`config.mk`:
```
export PLATFORM = sky130hd
export DESIGN_NAME = imu_uart_frame_parser
export DESIGN_NICKNAME = d
export VERILOG_FILES = /design/src/hw/rtl/imu_ufp_pkg.sv /design/src/hw/rtl/imu_ufp_ctx_mem.sv /design/src/hw/rtl/imu_ufp_update.sv /design/src/hw/rtl/imu_uart_frame_parser.sv
export SDC_FILE = /design/constraint.sdc
export NUM_CORES = 1
export LEC_CHECK = 0
export ABC_AREA = 1
export ABC_CLOCK_PERIOD_IN_PS = 8600
export BUFFER_PORTS_ARGS = -buffer_cell sky130_fd_sc_hd__buf_2
export CAP_MARGIN = 20
export CORE_ASPECT_RATIO = 0.75
export CORE_MARGIN = 4
export CORE_UTILIZATION = 50
export CTS_CLUSTER_DIAMETER = 100
export DETAILED_ROUTE_END_ITERATION = 16
export GPL_TIMING_DRIVEN = 0
export PLACE_DENSITY = 0.69
export SLEW_MARGIN = 20
export SYNTH_ARGS = -nofsm -noshare
export SYNTH_HDL_FRONTEND = slang
export SYNTH_SLANG_ARGS = --single-unit
```
`constraint.sdc`:
```
create_clock -name clk -period 8.6 [get_ports clk]
set_input_delay 1.72 -clock clk [delete_from_list [all_inputs] [get_ports clk]]
set_output_delay 1.72 -clock clk [all_outputs]
set_load 0.01 [all_outputs]
```
`src/hw/rtl/imu_ufp_pkg.sv`:
```
// Shared types and constants for the IMU serial frame parser.
// Holds the per-channel context layout, the result record and register indexes.
// No dependencies.
`default_nettype none

package imu_ufp_pkg;

  localparam int CHANNELS_DEF = 2;
  localparam int FRAME_BYTES  = 9;
  localparam int FRAME_LEN    = 10;
  localparam int FRAME_W      = 8 * FRAME_BYTES;

  localparam logic [7:0] HEADER_RESET    = 8'h55;
  localparam logic [7:0] TYPE_BASE_RESET = 8'h51;

  typedef enum logic [0:0] {
    REG_HEADER    = 1'b0,
    REG_TYPE_BASE = 1'b1
  } reg_index_t;

  typedef struct packed {
    logic [3:0]         pos;
    logic [2:0]         mask;
    logic [FRAME_W-1:0] frame;
  } ctx_t;

  typedef struct packed {
    logic               source_channel;
    logic [1:0]         kind;
    logic signed [15:0] axis_x;
    logic signed [15:0] axis_y;
    logic signed [15:0] axis_z;
    logic signed [15:0] temperature;
    logic               set_complete;
  } res_t;

endpackage

`default_nettype wire

```
`src/hw/rtl/imu_ufp_ctx_mem.sv`:
```
// Per-channel context memory with one write port and one registered read port.
// Entries not yet written read with position and seen mask as zero.
// Depends on imu_ufp_pkg.
`default_nettype none

module imu_ufp_ctx_mem #(
  parameter int DEPTH = imu_ufp_pkg::CHANNELS_DEF,
  parameter int AW    = 1
) (
  input  wire                 clk,
  input  wire                 rst,
  input  wire                 we,
  input  wire [AW-1:0]        waddr,
  input  imu_ufp_pkg::ctx_t   wdata,
  input  wire                 re,
  input  wire [AW-1:0]        raddr,
  output imu_ufp_pkg::ctx_t   rdata
);
  import imu_ufp_pkg::*;

  ctx_t             mem [DEPTH];
  logic [DEPTH-1:0] vld;
  ctx_t             rd_q;
  logic             rd_vld_q;

  always_ff @(posedge clk) begin
    if (we) begin
      mem[waddr] <= wdata;
    end
    if (re) begin
      rd_q <= mem[raddr];
    end
  end

  always_ff @(posedge clk) begin
    if (rst) begin
      vld      <= '0;
      rd_vld_q <= 1'b0;
    end else begin
      if (we) begin
        vld[waddr] <= 1'b1;
      end
      if (re) begin
        rd_vld_q <= vld[raddr];
      end
    end
  end

  always_comb begin
    rdata = rd_q;
    if (!rd_vld_q) begin
      rdata.pos  = '0;
      rdata.mask = '0;
    end
  end

endmodule

`default_nettype wire

```
`src/hw/rtl/imu_ufp_update.sv`:
```
// Read-modify step for one channel context: header hunt, byte capture and decode.
// Combinational; depends on imu_ufp_pkg.
`default_nettype none

module imu_ufp_update (
  input  imu_ufp_pkg::ctx_t cur,
  input  wire               channel,
  input  wire [7:0]         rx_byte,
  input  wire [7:0]         header_value,
  input  wire [7:0]         type_base,
  output imu_ufp_pkg::ctx_t nxt,
  output logic              has_res,
  output imu_ufp_pkg::res_t res
);
  import imu_ufp_pkg::*;

  logic [7:0] ftype;
  logic [8:0] diff;
  logic       match;
  logic [2:0] mask_set;

  assign ftype = cur.frame[7:0];
  assign diff  = {1'b0, ftype} - {1'b0, type_base};
  assign match = (ftype >= type_base) && (diff <= 9'd2);

  always_comb begin
    nxt      = cur;
    has_res  = 1'b0;
    mask_set = cur.mask | (3'b001 << diff[1:0]);

    res.source_channel = channel;
    res.kind           = diff[1:0];
    res.axis_x         = {cur.frame[23:16], cur.frame[15:8]};
    res.axis_y         = {cur.frame[39:32], cur.frame[31:24]};
    res.axis_z         = {cur.frame[55:48], cur.frame[47:40]};
    res.temperature    = {cur.frame[71:64], cur.frame[63:56]};
    res.set_complete   = 1'b0;

    if (cur.pos == 4'd0) begin
      if (rx_byte == header_value) begin
        nxt.pos = 4'd1;
      end
    end else if (cur.pos < 4'(FRAME_LEN)) begin
      for (int i = 0; i < FRAME_BYTES; i++) begin
        if (cur.pos == 4'(i + 1)) begin
          nxt.frame[8*i +: 8] = rx_byte;
        end
      end
      nxt.pos = cur.pos + 4'd1;
    end else begin
      nxt.pos = 4'd0;
      if (match) begin
        has_res = 1'b1;
        if (mask_set == 3'b111) begin
          res.set_complete = 1'b1;
          nxt.mask         = 3'b000;
        end else begin
          nxt.mask = mask_set;
        end
      end
    end
  end

endmodule

`default_nettype wire

```
`src/hw/rtl/imu_uart_frame_parser.sv`:
```
// IMU serial frame parser, top level. A frame is decoded as its channel's next byte passes
// stage one; the result is then registered. Throughput: one byte per cycle while in_stall is
// low, set by the read-modify-write of the context memory, which forwards its last write to
// the next byte. Reset clears the pipeline, out_valid, the per-entry valid bits (so every
// channel hunts with an empty seen mask) and sets the registers to 0x55 and 0x51; no clearing
// pass. Depends on imu_ufp_pkg, imu_ufp_ctx_mem and imu_ufp_update.
`default_nettype none

module imu_uart_frame_parser #(
  parameter int CHANNELS = imu_ufp_pkg::CHANNELS_DEF
) (
  input  wire               clk,
  input  wire               rst,
  input  wire               cfg_write,
  input  wire               cfg_index,
  input  wire [7:0]         cfg_data,
  input  wire               in_valid,
  output logic              in_stall,
  input  wire               channel,
  input  wire [7:0]         rx_byte,
  output logic              out_valid,
  input  wire               out_stall,
  output logic              source_channel,
  output logic [1:0]        kind,
  output logic signed [15:0] axis_x,
  output logic signed [15:0] axis_y,
  output logic signed [15:0] axis_z,
  output logic signed [15:0] temperature,
  output logic              set_complete
);
  import imu_ufp_pkg::*;

  localparam int AW = (CHANNELS > 1) ? $clog2(CHANNELS) : 1;

  logic [7:0] header_value;
  logic [7:0] type_base;

  logic          accept;
  logic          ch_ok;
  logic [AW-1:0] in_addr;

  logic          s1_valid;
  logic          s1_ch;
  logic [7:0]    s1_byte;
  logic [AW-1:0] s1_addr;
  logic          s1_go;

  ctx_t          rd_ctx;
  ctx_t          cur;
  ctx_t          nxt;
  logic          has_res;
  res_t          res;
  logic          out_free;

  logic          last_valid;
  logic [AW-1:0] last_addr;
  ctx_t          last_ctx;

  always_ff @(posedge clk) begin
    if (rst) begin
      header_value <= HEADER_RESET;
      type_base    <= TYPE_BASE_RESET;
    end else if (cfg_write) begin
      unique case (reg_index_t'(cfg_index))
        REG_HEADER:    header_value <= cfg_data;
        REG_TYPE_BASE: type_base    <= cfg_data;
        default:       ;
      endcase
    end
  end

  assign ch_ok    = 32'(channel) < CHANNELS;
  assign in_addr  = AW'(channel);
  assign out_free = !out_valid || !out_stall;
  assign s1_go    = s1_valid && (!has_res || out_free);
  assign in_stall = s1_valid && !s1_go;
  assign accept   = in_valid && !in_stall;

  always_ff @(posedge clk) begin
    if (rst) begin
      s1_valid <= 1'b0;
    end else if (accept) begin
      s1_valid <= ch_ok;
    end else if (s1_go) begin
      s1_valid <= 1'b0;
    end
  end

  always_ff @(posedge clk) begin
    if (accept) begin
      s1_ch   <= channel;
      s1_byte <= rx_byte;
      s1_addr <= in_addr;
    end
  end

  imu_ufp_ctx_mem #(
    .DEPTH (CHANNELS),
    .AW    (AW)
  ) u_ctx_mem (
    .clk   (clk),
    .rst   (rst),
    .we    (s1_go),
    .waddr (s1_addr),
    .wdata (nxt),
    .re    (accept),
    .raddr (in_addr),
    .rdata (rd_ctx)
  );

  // For back-to-back bytes, the write of the previous byte lands at the same edge as this byte's read.
  always_comb begin
    cur = rd_ctx;
    if (last_valid && last_addr == s1_addr) begin
      cur = last_ctx;
    end
  end

  always_ff @(posedge clk) begin
    if (rst) begin
      last_valid <= 1'b0;
    end else if (s1_go) begin
      last_valid <= 1'b1;
    end
  end

  always_ff @(posedge clk) begin
    if (s1_go) begin
      last_addr <= s1_addr;
      last_ctx  <= nxt;
    end
  end

  imu_ufp_update u_update (
    .cur          (cur),
    .channel      (s1_ch),
    .rx_byte      (s1_byte),
    .header_value (header_value),
    .type_base    (type_base),
    .nxt          (nxt),
    .has_res      (has_res),
    .res          (res)
  );

  always_ff @(posedge clk) begin
    if (rst) begin
      out_valid <= 1'b0;
    end else if (out_free) begin
      out_valid <= s1_valid && has_res;
    end
  end

  always_ff @(posedge clk) begin
    if (out_free && s1_valid && has_res) begin
      source_channel <= res.source_channel;
      kind           <= res.kind;
      axis_x         <= res.axis_x;
      axis_y         <= res.axis_y;
      axis_z         <= res.axis_z;
      temperature    <= res.temperature;
      set_complete   <= res.set_complete;
    end
  end

endmodule

`default_nettype wire
```
==> results of run 1 <==
worst max-delay path, stage by stage, from the launching register on:
cell	delay, ns
edfxtp_1	0.43
inv_1	0.11
nand2_2	0.07
nand3_4	0.12
buf_6	0.18
buf_2	0.30
buf_1	0.49
nand2_1	0.10
nand2_1	0.16
ha_1	0.30
nand2_1	0.12
inv_1	0.04
a21oi_1	0.19
nand3b_1	0.10
nand2_1	0.07
nand2_1	0.07
nor2_2	0.16
nand4_1	0.12
inv_1	0.09
buf_2	0.13
synth_stat cells, types with 2 or more instances:
cell | instances | share of area, %
a21oi_1 | 15 | 0.46
a22o_1 | 2 | 0.11
buf_1 | 5 | 0.11
buf_2 | 3 | 0.092
buf_6 | 7 | 0.48
clkbuf_1 | 22 | 0.50
dfxtp_1 | 22 | 2.7
edfxtp_1 | 394 | 72
ha_1 | 13 | 0.99
inv_1 | 60 | 1.4
inv_2 | 2 | 0.046
mux2_2 | 79 | 5.4
nand2_1 | 362 | 8.3
nand2_2 | 8 | 0.31
nand2_4 | 2 | 0.14
nand3_1 | 20 | 0.61
nand3_4 | 5 | 0.53
nand3b_1 | 2 | 0.092
nand4_1 | 3 | 0.11
nor2_1 | 26 | 0.60
nor2_4 | 2 | 0.14
o211ai_1 | 2 | 0.092
o21ai_0 | 35 | 1.1
o21ai_1 | 33 | 1.0
o21ai_2 | 18 | 0.96
o21ai_4 | 3 | 0.30
or2_2 | 3 | 0.11
xnor2_1 | 7 | 0.37
power by group:
group	internal (uW)	total [uW]	switching, uW	leakage [uW]
Sequential	2340	2360	23.8	0.00387
Combinational	108	344	236	0.00270
Clock	1060	1780	724	0.000641
Total	3500	4490	984	0.00721
flip-flops by register name (all words and copies together) (netlist names), 2 cells and up:
signal and flops:
u_ctx_mem.mem 158, last_ctx 79, u_ctx_mem.rdata 72, axis_x 16
axis_y 16, axis_z 16, temperature 16, header_value 8
s1_byte 8, type_base 8, u_ctx_mem.rd_q 7, kind 2
u_ctx_mem.vld 2
path summary, 6_finish.rpt:
| kind | start | to | depth (start not counted) |
|---|---|---|---|
| setup / recovery | s1_addr$_DFFE_PP_ | in_stall | 19 |
| hold / removal | u_ctx_mem.vld[1]$_SDFFE_PP0P_ | u_ctx_mem.vld[1]$_SDFFE_PP0P_ | 2 |
| hold reg to reg | u_ctx_mem.vld[1]$_SDFFE_PP0P_ | u_ctx_mem.vld[1]$_SDFFE_PP0P_ | 2 |
| setup reg to reg | s1_addr$_DFFE_PP_ | u_ctx_mem.mem[0][38]$_DFFE_PP_ | 24 |
cell usage in the layout, fill, tap and decap left out, drive strengths merged, types with 13 or more instances in the layout:
cell type,count
edfxtp,394
a21oi,16
nand2,372
nand3,25
mux2,79
ha,13
inv,64
clkbuf,70
o21ai,89
buf,116
dfxtp,22
nor2,30
cell families after synthesis:
family	synth area share, %
xor gates and xnor gates	0.374
buffers and inverters	2.74
DFF	74.9
and+or+nand+nor	11.1
AOI/OAI and AO/OA	4.23
muxes	5.49
adders and majority gates	1.12
per-stage QoR:
stage	hold WS, ns	setup slack, ns	util (%)
floorplan	0.424	2.64	-
detailed placement	0.460	3.54	54.4
global route	0.492	2.65	58.4
global placement	0.437	0.443	53.7
finish	0.471	3.00	58.4
CTS	0.471	2.96	58.4
routing by layer:
| metal | up-vias | global-route usage [%] | routed length [um] |
|---|---|---|---|
| li1 | 4418 | - | - |
| met1 | 4486 | 27.1 | 15000 |
| met2 | 264 | 30.1 | 15600 |
| met3 | 59 | 3.18 | 2010 |
| met4 | 0 | 5.14 | 754 |
| met5 | - | 0 | 0 |
area by class of cell:
type	count	area [um2]
Multi-Input combinational cell	650	3670
Timing Repair Buffer	100	643
Fill cell	2572	13500
Clock inverter	22	270
Sequential cell	416	12300
Buffer	38	210
Tap cell	442	553
Clock buffer	48	1050
Inverter	63	254
==> flow_summary.ini, run 1 <==
[synthesis]
synth.avg_cell_area_um2 = 14.0
synth-seq-cells = 416
ys.flop_type = edfxtp_1
async_flop_share_pct = 0
netlist_area_mm2 = 0.0164
synth-seq-area-share_pct = 74.9
syn-instance-count = 1167
yosys_warnings = 0
synth_cell_type_count = 40
synth_edf_count = 394
syn_nets = 1204

[clocking]
clock_latency_ns = 0.53
cts_tree = yes
postCtsHoldBufs = 0
cts.clk_slew.worst_paths_ns = 0.06
root_buffer = clkbuf_16
h-tree-depth = 2
post_cts_buffers = 0
cts_buffers = 41
cts-resized-gates = 0
clkSinkCount = 416
clk_path_buf_depth = 3

[setup_path]
crit_path_max_fanout = 10
start_kind = flip-flop
r2r_setup_slack_ns = 3.96
cp.required_ns = 6.88
arrival_ns = 3.88
crit_path_end_kind = output pin
path_class = flip-flop to output pin

[grt]
grt_usage_pct = 18.8
antenna_found_initial = 0
grt_max_degree = 62
overflow = 0
grt_first_pass_wirelength_um = 51500
grt_pass1_vias = 9152

[pwr]
power_leakage_uw = 0.00721
powerDensity_mw_per_mm2 = 237
irDropWorstVdd_mv = 0.132
fin_total_pwr_uw = 4490

[flow_run]
drv_cap = 0

[finish]
final_cell_area_mm2 = 0.0189
drive_gt1_share_pct = 22.5
syn_to_final_growth_pct = 15.5
diodes = 0
stdcell_count = 1779
fin_nets = 1347

[sta]
setup_tns_ns = 0
max_freq_mhz = 179
rsz0062_at_grt = no
setup_violations = 0
hold_viol_final = 0
fin_crit_ns = 5.60
skew_ns = 0.00943
relSlewSlack_pct = 29.7
tightest_slew_ns = 1.06
min_period_over_period_pct = 65.1
slew_viol_final = 0

[placed_design]
dp_cells = 1709
gp_congestion = 0.804
dpl.hpwl_um = 20900
post_dp_cell_area_mm2 = 0.0176
io_buffer_count = 92

[min_path]
hold_path.class = flip-flop to flip-flop

[floorplanning]
coreArea_mm2 = 0.0324
start_util_pct = 50.6
dieArea_mm2 = 0.0358
die_x_um = 217
core.rowCount = 57
die-height_um = 165
ioPinCount = 93

[drt]
antenna_left = 0
vias = 9227
avgViaCountPerCell = 5.19
wire_per_inst_um = 18.7
drcViolationCount = 0
wl_um = 33300
firstDrtPassIters = 7
dr.first_iter.drc_count = 776

[status]
outcome = complete, no violations
Power figures use the tool's default switching activity.
==> run 2: changes to the inputs <==
Settings changed: ABC_CLOCK_PERIOD_IN_PS 8600 to 5200.
Clock period 8.6 ns to 5.2 ns, I/O delays scaled along.
==> run 2 against run 1 <==
Net effect: global-route usage shrank 0.21 points; clock skew grew 0.0038 ns; via count grew 0.95%; register-to-register slack lost 3.5 ns; die area is the same; largest cell class unchanged.
==> flow_summary.ini, run 2 (synthesis gave the netlist of run 1 again) <==
[status]
outcome = complete, no violations

[setup_path]
path_class = flip-flop to output pin
rr_startpoint = s1_addr$_DFFE_PP_
cp.required_ns = 4.16
arrival_ns = 3.77
start_kind = flip-flop
reg2reg_to = u_ctx_mem.mem[1][15]$_DFFE_PP_
reg2reg_depth = 21
r2r_setup_slack_ns = 0.48
crit_path_max_fanout = 10
crit_path_end_kind = output pin

[clocking]
cts_tree = yes
clock_latency_ns = 0.53
clk_path_buf_depth = 3
root_buffer = clkbuf_16
postCtsHoldBufs = 0
cts_buffers = 41
cts.clk_slew.worst_paths_ns = 0.06
clkSinkCount = 416
h-tree-depth = 2

[finish]
multi_input_area_mm2 = 0.00367
top_register = u_ctx_mem.mem
syn_to_final_growth_pct = 15.8
num-fill-cells = 2558
final_common_cell = edfxtp_1
utilization_pct = 58.6
final-seq-area_mm2 = 0.0123
diodes = 0
final_cell_area_mm2 = 0.0190
drive_gt1_share_pct = 22.9
final_cell_mix = 394 x edfxtp_1, 362 x nand2_1, 94 x buf_2
largest_register_ffs = 158
fin_nets = 1351

[drt]
firstDrtPassIters = 5
wire_per_inst_um = 18.8
vias = 9315
antenna_left = 0
wl_um = 33500
dr.first_iter.drc_count = 780
avgViaCountPerCell = 5.22
drcViolationCount = 0

[pwr]
power_leakage_uw = 0.00724
fin_total_pwr_uw = 7370
powerDensity_mw_per_mm2 = 389
irDropWorstVdd_mv = 0.241

[floorplanning]
coreArea_mm2 = 0.0324
dieArea_mm2 = 0.0358
core.rowCount = 57
die-height_um = 165
start_util_pct = 50.6
ioPinCount = 93
die_x_um = 217

[grt]
grt_first_pass_wirelength_um = 50700
grt_pass1_vias = 8987
grt_max_degree = 64
overflow = 0
antenna_found_initial = 0
grt_usage_pct = 18.6

[sta]
max_freq_mhz = 208
setup_ws_ns = 0.394
tightest_slew_ns = 0.807
setup_violations = 0
skew_ns = 0.0132
hold_viol_final = 0
rsz0062_at_grt = no
relSlewSlack_pct = 45.8
hold_slack_ns = 0.459
min_period_over_period_pct = 92.4
slew_viol_final = 0
fin_crit_ns = 4.81

[placed_design]
place_ws_ns = 0.176
gp_congestion = 0.813
post_dp_cell_area_mm2 = 0.0176
dpl.hpwl_um = 20800
io_buffer_count = 92

[min_path]
hold_path.class = flip-flop to flip-flop
hp-start = u_ctx_mem.vld[1]$_SDFFE_PP0P_
hold_depth = 2
min_to = u_ctx_mem.vld[1]$_SDFFE_PP0P_

[flow_run]
drv_cap = 0
==> run 2: cell count changes in the layout (fill, tap and decap cells not counted), sizes merged <==
cell,change
bufinv,-2
clkbuf,+6
clkinv,+4
clkinvlp,+1
inv,-2
==> run 2: worst max path at each step <==
stage	start	to	slack, ns	cells after the start
floorplan	s1_addr$_DFFE_PP_	u_ctx_mem.mem[0][0]$_DFFE_PP_	0.25	19
global placement	s1_addr$_DFFE_PP_	u_ctx_mem.mem[0][25]$_DFFE_PP_	-1.66	19
detailed placement	s1_addr$_DFFE_PP_	u_ctx_mem.mem[0][25]$_DFFE_PP_	0.18	21
CTS	s1_addr$_DFFE_PP_	in_stall	0.12	17
global route	s1_addr$_DFFE_PP_	in_stall	0.09	17
finish	s1_addr$_DFFE_PP_	in_stall	0.39	17
==> run 2: timing repair <==
| item | 4_1_cts | 5_1_grt |
|---|---|---|
| resized for setup | 0 | 7 |
| endpoints found under the setup margin | 0 | 111 |
| buffers inserted | 0 | 1 |
==> run 2: cell type report <==
| class | instances | area share, % |
|---|---|---|
| Sequential cell | 416 | 64.7 |
| Multi-Input combinational cell | 650 | 19.3 |
| Clock buffer | 52 | 5.85 |
| Timing Repair Buffer | 102 | 3.57 |
| Tap cell | 442 | 2.92 |
| Inverter | 63 | 1.35 |
| Buffer | 38 | 1.15 |
| Clock inverter | 21 | 1.08 |
| Timing Repair inverter | 2 | 0.0528 |
==> run 2: critical path: stages, from the launching register on <==
cell	delay, ns
edfxtp_1	0.43
inv_1	0.11
nand2_2	0.06
nand3_4	0.13
buf_6	0.18
clkbuf_4	0.25
mux2i_1	0.18
ha_1	0.24
fa_1	0.61
o21ai_0	0.11
nor2_1	0.10
nand2_1	0.06
nor2_1	0.09
nand2_1	0.06
nor2_1	0.22
nand4_1	0.17
inv_1	0.11
buf_2	0.13
==> run 2: metal layers <==
metal	up-vias	part of all wire, %	GRT usage, %
met5	-	0	0
met4	0	2.3	5.26
met3	57	7.7	4.01
met2	316	47	30.2
met1	4513	43	25.8
li1	4429	-	-
==> run 2: per-stage QoR <==
| step | instances | TNS, ns |
|---|---|---|
| after floorplan | 1167 | 0 |
| after global placement | 1701 | -467.78 |
| after detailed placement | 1710 | 0 |
| after CTS | 1783 | 0 |
| after global routing | 1786 | 0 |
| final | 1786 | 0 |
==> run 2: where the power goes <==
part / switching (uW) / internal [uW] / total [uW]
Clock: 1180 / 1710 / 2890
Sequential: 39.8 / 3870 / 3910
Combinational: 391 / 180 / 571
